$ cat src/design/todclk_pkg.sv
// Package for the time-of-day clock: the time record type, the counter limits
// and the seven-segment tables with their digit-split helpers.
// No dependencies.
package todclk_pkg;

   typedef struct packed {
      logic [4:0] hours;
      logic [5:0] minutes;
      logic [5:0] seconds;
   } time_type;

   localparam logic [6:0] SEC_LIMIT  = 7'd60;
   localparam logic [6:0] MIN_LIMIT  = 7'd60;
   localparam logic [5:0] HOUR_LIMIT = 6'd24;

   // Active-low segment bytes; bit 7 of the first byte is the colon and
   // bit 0 of the second byte is the dot.
   localparam logic [7:0] COLON_BIT = 8'h80;
   localparam logic [7:0] DOT_BIT   = 8'h01;

   localparam logic [7:0] TENS_SEG_A [10] = '{
      8'h8F, 8'hEF, 8'hCF, 8'hCF, 8'hAF, 8'h9F, 8'h9F, 8'hCF, 8'h8F, 8'h8F};
   localparam logic [7:0] TENS_SEG_B [10] = '{
      8'h1F, 8'hDF, 8'h2F, 8'h8F, 8'hCF, 8'h8F, 8'h0F, 8'hDF, 8'h0F, 8'h8F};
   localparam logic [7:0] ONES_SEG_A [10] = '{
      8'hF8, 8'hFE, 8'hF4, 8'hF4, 8'hF2, 8'hF1, 8'hF1, 8'hFC, 8'hF0, 8'hF0};
   localparam logic [7:0] ONES_SEG_B [10] = '{
      8'hF1, 8'hFD, 8'hF3, 8'hF9, 8'hFD, 8'hF9, 8'hF1, 8'hFD, 8'hF1, 8'hF9};

   // Tens digit of a value below 64 by a short compare chain.
   function automatic logic [3:0] tens_digit(input logic [5:0] v);
      logic [3:0] t;
      if (v >= 6'd60)      t = 4'd6;
      else if (v >= 6'd50) t = 4'd5;
      else if (v >= 6'd40) t = 4'd4;
      else if (v >= 6'd30) t = 4'd3;
      else if (v >= 6'd20) t = 4'd2;
      else if (v >= 6'd10) t = 4'd1;
      else                 t = 4'd0;
      return t;
   endfunction

   // Ones digit: the value less ten times its tens digit.
   function automatic logic [3:0] ones_digit(input logic [5:0] v, input logic [3:0] t);
      logic [6:0] t10;
      t10 = 7'({t, 3'b000}) + 7'({t, 1'b0});
      return 4'(7'(v) - t10);
   endfunction

endpackage

$ cat src/design/todclk_counter.sv
// Hours, minutes and seconds counters with the one-second advance logic.
// Depends on todclk_pkg.
module todclk_counter import todclk_pkg::*; (
   input  logic     clock,
   input  logic     reset,
   input  logic     step,       // apply the item held in the input register
   input  logic     load,       // the item is a load, otherwise a tick
   input  time_type load_time,
   output time_type next_time,  // time after a tick
   output logic     chime,      // the tick rolled minutes into a new hour
   output time_type cur_time
);

   time_type time_ff, time_in;
   logic [6:0] sec_inc, min_inc;
   logic [5:0] hour_inc;
   logic       sec_wrap;

   // Counts at or above their limit after the increment wrap to zero, which
   // also covers out-of-range loads.
   always_comb begin
      sec_inc  = 7'(time_ff.seconds) + 7'd1;
      sec_wrap = (sec_inc >= SEC_LIMIT);
      min_inc  = 7'(time_ff.minutes) + 7'(sec_wrap);
      chime    = (min_inc >= MIN_LIMIT);
      hour_inc = 6'(time_ff.hours) + 6'(chime);

      next_time.seconds = sec_wrap ? 6'd0 : sec_inc[5:0];
      next_time.minutes = chime ? 6'd0 : min_inc[5:0];
      next_time.hours   = (hour_inc >= HOUR_LIMIT) ? 5'd0 : hour_inc[4:0];
   end

   always_comb begin
      time_in = time_ff;
      if (step) begin
         time_in = load ? load_time : next_time;
      end
   end

   always_ff @(posedge clock) begin
      if (reset) begin
         time_ff <= '0;
      end else begin
         time_ff <= time_in;
      end
   end

   assign cur_time = time_ff;

endmodule

$ cat src/design/todclk_encoder.sv
// Seven-segment encoder for one two-digit pair with optional colon and dot.
// Depends on todclk_pkg for the segment tables and digit helpers.
module todclk_encoder import todclk_pkg::*; (
   input  logic [5:0] value,
   input  logic       has_colon,
   input  logic       has_dot,
   input  logic       dots_enable,
   output logic [7:0] seg_a,
   output logic [7:0] seg_b
);

   logic [3:0] tens, ones;
   logic [7:0] raw_a, raw_b;

   // Active low: a segment lit by either digit is a zero in its own table,
   // so merging the pair is an AND of the entries.
   always_comb begin
      tens  = tens_digit(value);
      ones  = ones_digit(value, tens);
      raw_a = TENS_SEG_A[tens] & ONES_SEG_A[ones];
      raw_b = TENS_SEG_B[tens] & ONES_SEG_B[ones];

      seg_a = raw_a;
      if (has_colon) begin
         seg_a = dots_enable ? (raw_a & ~COLON_BIT) : (raw_a | COLON_BIT);
      end
      seg_b = raw_b;
      if (has_dot) begin
         seg_b = dots_enable ? (raw_b & ~DOT_BIT) : (raw_b | DOT_BIT);
      end
   end

endmodule

$ cat src/design/time_of_day_seven_segment_clock.sv
// Time-of-day clock with seven-segment frame output; top level.
// Depends on todclk_pkg, todclk_counter and todclk_encoder.

// The block keeps hours, minutes and seconds. Each request beat carries a mode
// in tuser: mode 0 loads the time from tdata and produces no response, mode 1
// is a one-second tick that advances the time and produces one response beat.
// Seconds and minutes wrap at 60 and hours at 24; a load outside those ranges
// is stored as given and the next tick wraps any count at or above its limit.
// The response carries six active-low segment bytes, two per digit pair, and
// the hour chime flag, which is set when the tick rolled minutes into a new
// hour. The colon (bit 7 of the minute and second first bytes) and the dots
// (bit 0 of the hour and minute second bytes) follow the single CSR bit
// dots_enable, which resets to 1. The block takes one beat per clock cycle
// while the response side is not holding off: a beat is captured in the
// input register, and from there the counter update and segment lookup
// run in one pass into the response register, which presents a tick's
// response. A held-off response blocks the next tick in the input register,
// and with it every beat behind that tick; loads ahead of it still retire.
// The CSR port is always ready and must be written only while the block
// is idle.
module time_of_day_seven_segment_clock import todclk_pkg::*; (
   input  logic        clock,
   input  logic        reset,

   input  logic        req_tvalid,
   output logic        req_tready,
   input  logic [23:0] req_tdata,   // [4:0] load_hours, [10:5] load_minutes,
                                    // [16:11] load_seconds, [23:17] zero
   input  logic        req_tuser,   // [0] mode: 0 load, 1 tick

   output logic        rsp_tvalid,
   input  logic        rsp_tready,
   output logic [55:0] rsp_tdata,   // [7:0] seg_hours_a, [15:8] seg_hours_b,
                                    // [23:16] seg_minutes_a, [31:24] seg_minutes_b,
                                    // [39:32] seg_seconds_a, [47:40] seg_seconds_b,
                                    // [48] hour_chime, [55:49] zero

   input  logic        csr_valid,
   output logic        csr_ready,
   input  logic        csr_data     // dots_enable
);

   // Input register.
   logic     in_valid_ff, in_valid_in;
   logic     in_mode_ff;
   time_type in_time_ff;

   // Response register.
   logic        rsp_valid_ff, rsp_valid_in;
   logic [55:0] rsp_data_ff;

   logic dots_enable_ff, dots_enable_in;

   logic     advance, tick_fire;
   time_type next_time, cur_time;
   logic     chime;
   logic [7:0] hr_a, hr_b, mn_a, mn_b, sc_a, sc_b;

   // A load retires at once; a tick needs the response register free or
   // being drained in this same cycle.
   assign advance    = in_valid_ff && (!in_mode_ff || !rsp_valid_ff || rsp_tready);
   assign tick_fire  = advance && in_mode_ff;
   assign req_tready = !in_valid_ff || advance;
   assign csr_ready  = 1'b1;

   todclk_counter u_counter (
      .clock     (clock),
      .reset     (reset),
      .step      (advance),
      .load      (!in_mode_ff),
      .load_time (in_time_ff),
      .next_time (next_time),
      .chime     (chime),
      .cur_time  (cur_time)
   );

   // Hours carry the dot only, minutes both colon and dot, seconds the colon.
   todclk_encoder u_enc_hours (
      .value       (6'(next_time.hours)),
      .has_colon   (1'b0),
      .has_dot     (1'b1),
      .dots_enable (dots_enable_ff),
      .seg_a       (hr_a),
      .seg_b       (hr_b)
   );

   todclk_encoder u_enc_minutes (
      .value       (next_time.minutes),
      .has_colon   (1'b1),
      .has_dot     (1'b1),
      .dots_enable (dots_enable_ff),
      .seg_a       (mn_a),
      .seg_b       (mn_b)
   );

   todclk_encoder u_enc_seconds (
      .value       (next_time.seconds),
      .has_colon   (1'b1),
      .has_dot     (1'b0),
      .dots_enable (dots_enable_ff),
      .seg_a       (sc_a),
      .seg_b       (sc_b)
   );

   always_comb begin
      in_valid_in = in_valid_ff;
      if (req_tready) begin
         in_valid_in = req_tvalid;
      end

      rsp_valid_in = rsp_valid_ff;
      if (tick_fire) begin
         rsp_valid_in = 1'b1;
      end else if (rsp_tready) begin
         rsp_valid_in = 1'b0;
      end

      dots_enable_in = dots_enable_ff;
      if (csr_valid) begin
         dots_enable_in = csr_data;
      end
   end

   always_ff @(posedge clock) begin
      if (reset) begin
         in_valid_ff    <= 1'b0;
         rsp_valid_ff   <= 1'b0;
         dots_enable_ff <= 1'b1;
      end else begin
         in_valid_ff    <= in_valid_in;
         rsp_valid_ff   <= rsp_valid_in;
         dots_enable_ff <= dots_enable_in;
      end
   end

   // Payload registers load only on their own handshakes.
   always_ff @(posedge clock) begin
      if (req_tvalid && req_tready) begin
         in_mode_ff         <= req_tuser;
         in_time_ff.hours   <= req_tdata[4:0];
         in_time_ff.minutes <= req_tdata[10:5];
         in_time_ff.seconds <= req_tdata[16:11];
      end
      if (tick_fire) begin
         rsp_data_ff <= {7'd0, chime, sc_b, sc_a, mn_b, mn_a, hr_b, hr_a};
      end
   end

   assign rsp_tvalid = rsp_valid_ff;
   assign rsp_tdata  = rsp_data_ff;

`ifndef SYNTHESIS
   // A tick never overwrites a response that has not been taken.
   a_no_overwrite: assert property (@(posedge clock) disable iff (reset)
      tick_fire |-> (!rsp_valid_ff || rsp_tready))
      else $error("tick retired over a pending response");

   // Every tick leaves all three counts in range.
   a_tick_in_range: assert property (@(posedge clock) disable iff (reset)
      tick_fire |=> (cur_time.seconds < 6'd60 && cur_time.minutes < 6'd60
                     && cur_time.hours < 5'd24))
      else $error("counts out of range after a tick");

   // A tick is followed by a valid response beat.
   a_tick_response: assert property (@(posedge clock) disable iff (reset)
      tick_fire |=> rsp_tvalid)
      else $error("tick produced no response");

   // The chime comes only with minutes back at zero.
   a_chime_zero: assert property (@(posedge clock) disable iff (reset)
      (tick_fire && chime) |=> (cur_time.minutes == 6'd0))
      else $error("chime without rollover to the top of the hour");
`endif

endmodule

$ cat config.mk
export PLATFORM = sky130hd
export DESIGN_NAME = time_of_day_seven_segment_clock
export DESIGN_NICKNAME = d
export VERILOG_FILES = /design/src/design/todclk_pkg.sv /design/src/design/todclk_counter.sv /design/src/design/todclk_encoder.sv /design/src/design/time_of_day_seven_segment_clock.sv
export SDC_FILE = /design/constraint.sdc
export NUM_CORES = 1
export LEC_CHECK = 0
export BUFFER_PORTS_ARGS = -buffer_cell sky130_fd_sc_hd__clkbuf_2
export CAP_MARGIN = 0
export CORE_MARGIN = 5
export CORE_UTILIZATION = 35
export DETAILED_ROUTE_END_ITERATION = 10
export PLACE_DENSITY = 0.66
export REMOVE_ABC_BUFFERS = 1
export SETUP_SLACK_MARGIN = 0.5
export SKIP_CTS_REPAIR_TIMING = 1
export SYNTH_ARGS = -nofsm -noshare
export SYNTH_HDL_FRONTEND = slang
export SYNTH_HIERARCHICAL = 1
export SYNTH_SLANG_ARGS = --single-unit
$ cat constraint.sdc
create_clock -name clock -period 5.1 [get_ports clock]
set_clock_uncertainty 0.15 [all_clocks]
set_input_delay 0.765 -clock clock [delete_from_list [all_inputs] [get_ports clock]]
set_output_delay 0.765 -clock clock [all_outputs]
set_load 0.05 [all_outputs]
Yosys cells after proc, flatten, opt, wreduce, memory -nomap -nowiden
Memories as Yosys holds them, arrays and structs flattened. Cells that the tools add are included.

ROM bits: 1536. Memories: 12. Input port bits: 31. Register bits: 87.

Memories: (no name shown) (depth 16, width 8, rd ports 1, clocked after Yosys merged registers in 0, write ports 0, line todclk_encoder.sv:21) `raw_b = TENS_SEG_B[tens] & ONES_SEG_B[ones];`; (no name shown) (depth 16, width 8, rd ports 1, clocked after Yosys merged registers in 0, write ports 0, line todclk_encoder.sv:20) `raw_a = TENS_SEG_A[tens] & ONES_SEG_A[ones];`; (no name shown) (depth 16, width 8, rd ports 1, clocked after Yosys merged registers in 0, write ports 0, line todclk_encoder.sv:21); (no name shown) (depth 16, width 8, rd ports 1, clocked after Yosys merged registers in 0, write ports 0, line todclk_encoder.sv:21); (no name shown) (depth 16, width 8, rd ports 1, clocked after Yosys merged registers in 0, write ports 0, line todclk_encoder.sv:21); (no name shown) (depth 16, width 8, rd ports 1, clocked after Yosys merged registers in 0, write ports 0, line todclk_encoder.sv:20); 6 more memories.

Reduce and logical (&&, ||, !) cells: 10. Bitwise gates (word level): 12. Mux-type cells: 52. $lt $le $gt $ge: 27. Add/subtract/negate cells: 9.

Operators with widths (number): two-way mux 8 bit (18); two-way mux 4 bit (15); two-way mux 7 bit (8); >= comparator 5 bit, second input constant (8); >= comparator 6 bit, second input constant (6); bitwise AND 8 bit (4); >= comparator 6 x 5 -> 1 bit, second input constant (5); inverter 4 -> 5 bit (6); >= comparator 5 x 6 -> 1 bit, second input constant (3); two-way mux 17 bit (1); bitwise AND 7 bit (2); >= comparator 7 x 6 -> 1 bit, second input constant (2); adder 4 bit (3); >= comparator 6 x 4 -> 1 bit, second input constant (2); two-way mux 6 bit (2); subtractor 4 bit (3); adder 6 x 1 -> 7 bit (1); adder 6 x 1 -> 7 bit, second input constant (1); two-way mux 1 bit (7); adder 5 x 1 -> 6 bit (1); >= comparator 5 x 4 -> 1 bit, second input constant (1); two-way mux 5 bit (1); logical AND 1 bit (3); logical NOT 1 bit (3); 2 further kinds (4).

Logic depth before layout (Yosys ltp)
Depth after elaboration: 21. Gate-level depth with buffers: 28.

Hierarchy
Netlist, hierarchy kept.

Modules (own cells, without submodules): time_of_day_seven_segment_clock (times used 1, area an instance 2222.1 um^2, seq. area each 2072.0 um^2, cells an instance 93); todclk_counter (times used 1, area an instance 1546.5 um^2, seq. area each 340.3 um^2, cells an instance 204); todclk_encoder (u_enc_hours) (times used 1, area an instance 689.4 um^2, seq. area each 0.0 um^2, cells an instance 91); todclk_encoder (u_enc_seconds) (times used 1, area an instance 663.1 um^2, seq. area each 0.0 um^2, cells an instance 89); todclk_encoder (u_enc_minutes) (times used 1, area an instance 636.9 um^2, seq. area each 0.0 um^2, cells an instance 84).

Least setup slack after synthesis
Ideal clock, no wire load.

Path kind: reg-to-reg. Start: register u_counter.time_ff, in the netlist u_counter/cur_time[0]. End: register rsp_data_ff[10] (netlist: rsp_tdata[10]), data pin. Arrival: 5.099 ns. Buffers on the path: 3. Cell stages (with the launch flop): 26. Required time: 4.766 ns. Path slack: -0.334 ns. Library setup time: 0.184 ns. Path through: dfxtp_1 -> ha_1 -> buf_2 -> nand4b_1 -> o221a_2 -> nor2_1 -> ha_1 -> ha_1 -> buf_2 -> o221ai_1 -> nand3_1 -> inv_1 -> ha_1 -> ha_1 -> a21o_1 -> a21oi_1 -> o21ai_0 -> o31ai_1 -> buf_2 -> a22oi_2 -> o21ai_0 -> inv_1 -> ha_1 -> xor2_1 -> a21oi_1 -> a2111oi_4.

RTL lines: from (decl) (line todclk_counter.sv:14) `time_type time_ff, time_in;`; from (signal assigned) (line todclk_counter.sv:44) `time_ff <= time_in;`; to (signal assigned) (line time_of_day_seven_segment_clock.sv:145) `rsp_data_ff <= {7'd0, chime, sc_b, sc_a, mn_b, mn_a, hr_b, hr_a};`; to (decl) (line time_of_day_seven_segment_clock.sv:50) `logic [55:0] rsp_data_ff;`.

==> results.toml <==
[timing]
rsz0062_at_grt = "yes"
drv_slew = 0
fin_crit_ns = 4.65
worst-slew-pin-transition_ns = 0.811
hold_viol = 0
setup_tns_ns = 0
fin_crit_sh_pct = 91.1
timing.fmax_mhz = 215
fin_hold_ws_ns = 0.363
finalSetupViolCount = 0
setup_slack_ns = 0.454
max_slew_margin_pct = 45.5

[global_route]
antenna_found_initial = 0
grt_overflow = 0
grt_pass1_wl_um = 19000
grt_use_total_pct = 11.9
grt_max_degree = 36
first_global_vias = 3980

[status]
status = "finished clean"

[worst_setup_path]
end_kind = "flip-flop"
path_class = "flip-flop to flip-flop"
max_stage_delay_ns = 0.33
critical_path.most_common_cell = "ha_4"
crit_path_max_fanout = 7
cpMaxStageDelayCell = "o221a_2"
path_delay_family = "compound AO/OA/AOI/OAI gates"
required_ns = 5.15
crit_arrival_ns = 4.70
path_buf_inv = 3
start_kind = "flip-flop"

[cts]
cts.clk_slew.worst_paths_ns = 0.07
root_buffer = "clkbuf_16"
cts_buffer_depth = 2
clock-sinks = 87
cts_tree = "built"
cts-htree-levels = 3
clk_latency_ns = 0.36
cts_buffers = 9

[synth]
syn_inst = 561
yosysMostFrequentCell = "edfxtp_1"
synthArstFlopShare_pct = 0
synth_edf_count = 67
synth-seq-cells = 87
yosys_warnings = 6
synth_area_leaders = "edfxtp_1, ha_1, dfxtp_1"
syn_area_um2 = 5760
ys.flop_type = "edfxtp_1"
synth_cell_types = 97
synth_top_area_share_pct = 34.9
yosysTopAreaCell = "edfxtp_1"
synth.top_cells.by_count = "edfxtp_1, nor2_1, nand2_1"
yosysSeqAreaShare_pct = 41.9
syn_area_per_cell_um2 = 10.3

[floorplanning]
io_pins = 90
rows = 46
initial_core_util_pct = 36.0
die_w_um = 138
coreArea_um2 = 16000
die-area_um2 = 19100
die_y_um = 138

[pwr]
finalPower_uw = 2220
power_density_nw_per_um2 = 314
ir_drop_mv = 0.203
cellLeakagePower_uw = 0.00287

[detailed_routing]
m1WireLength_um = 5310
wl_met3_um = 557
vias = 4358
drt_iter0_markers = 214
drt.antenna.violating_nets = 0
route.met2.wl_um = 5480
viasPerCell = 4.89
routedWlPerCell_um = 13.0
drc_errors = 0
highest_layer = "met4"
finalWirelength_um = 11600
first_pass_iters = 5

[placement]
gp_congestion = 0.849
hpwl_um = 8200
preCtsSetupSlack_ns = -0.137
place.port_buffers = 74

[finish]
fin_util_pct = 44.3
diodes = 0
area_growth_pct = 23.0
fin_nets = 747
drive_above_1_share_pct = 31.6

[run]
drv_cap = 0

[min_path]
worstHoldPathType = "flip-flop to flip-flop"
==> flip-flops by register name (all words and copies together), names as in the netlist <==
signal / count
rsp_tdata: 49
in_time_ff: 17
u_counter/cur_time: 17
dots_enable_ff: 1
in_mode_ff: 1
in_valid_ff: 1
rsp_tvalid: 1
==> placed cells by master (no fill, tap or decap), types with 5 or more instances in the layout <==
cell type and n:
a211oi_1 5, a21oi_1 20, a22oi_1 5, a311oi_1 6
and2_1 10, buf_4 38, clkbuf_16 9, clkbuf_2 74
conb_1 19, dfxtp_1 19, edfxtp_1 67, ha_1 37
ha_4 8, inv_1 34, mux2i_1 9, nand2_1 46
nand2b_1 7, nand3_1 10, nor2_1 46, nor2b_1 10
nor3_1 8, o21ai_0 21, o21ai_1 9, o22ai_1 6
xnor2_1 5, xor2_1 5
==> worst min-delay path, delay by kind of cell, from the launching register on <==
family,cells,cell delay [ns]
AOI/OAI and AO/OA,1,0.05
and+or+nand+nor,1,0.08
DFF,1,0.34
==> final cells by class <==
cell class              count  area (um2)
clock buffers               9         225
inverters                  38         143
fillers                  1544        8920
repair buffers            118         732
clock inverters             7        63.8
flip-flops and latches     87        2410
well taps                 216         270
multi-input cells         416        3240
==> path summary, 6_finish.rpt <==
| kind | startpoint | endpoint | slack (ns) | cells after the start |
|---|---|---|---|---|
| max | u_counter/cur_time[0] | rsp_tdata[1] | 0.45 | 25 |
| min | rsp_tvalid | rsp_tvalid | 0.36 | 2 |
| max reg2reg | u_counter/cur_time[0] | rsp_tdata[1] | 0.45 | 25 |
| min reg2reg | rsp_tvalid | rsp_tvalid | 0.36 | 2 |
==> routing by layer <==
layer / global-route usage [%] / vias to the layer above
met2: 19.1 / 96
met4: 4.58 / 0
met5: 0 / -
li1: - / 2245
met3: 3.66 / 18
met1: 15.1 / 1999
==> metrics by stage <==
stage / std cells / cell area (um2)
2_1_floorplan: 541 / 5580
3_3_place_gp: 862 / 6460
3_5_place_dp: 862 / 6460
4_1_cts: 878 / 6750
5_1_grt: 891 / 7080
6_report: 891 / 7080
==> where the power goes <==
part / total, uW / switching [uW] / internal (uW)
logic: 724 / 430 / 294
clock network: 638 / 297 / 341
registers: 860 / 29.6 / 831
total: 2220 / 757 / 1470
==> cells by family after synthesis <==
kind of cell / synth area share (%)
xor+xnor: 2.24
mux: 2.26
other cells: 0.130
compound gates: 19.1
buf+inv: 6.69
fa+ha+maj: 10.0
simple gates: 17.7
flops: 41.9
(Power assumes the default switching activity.)
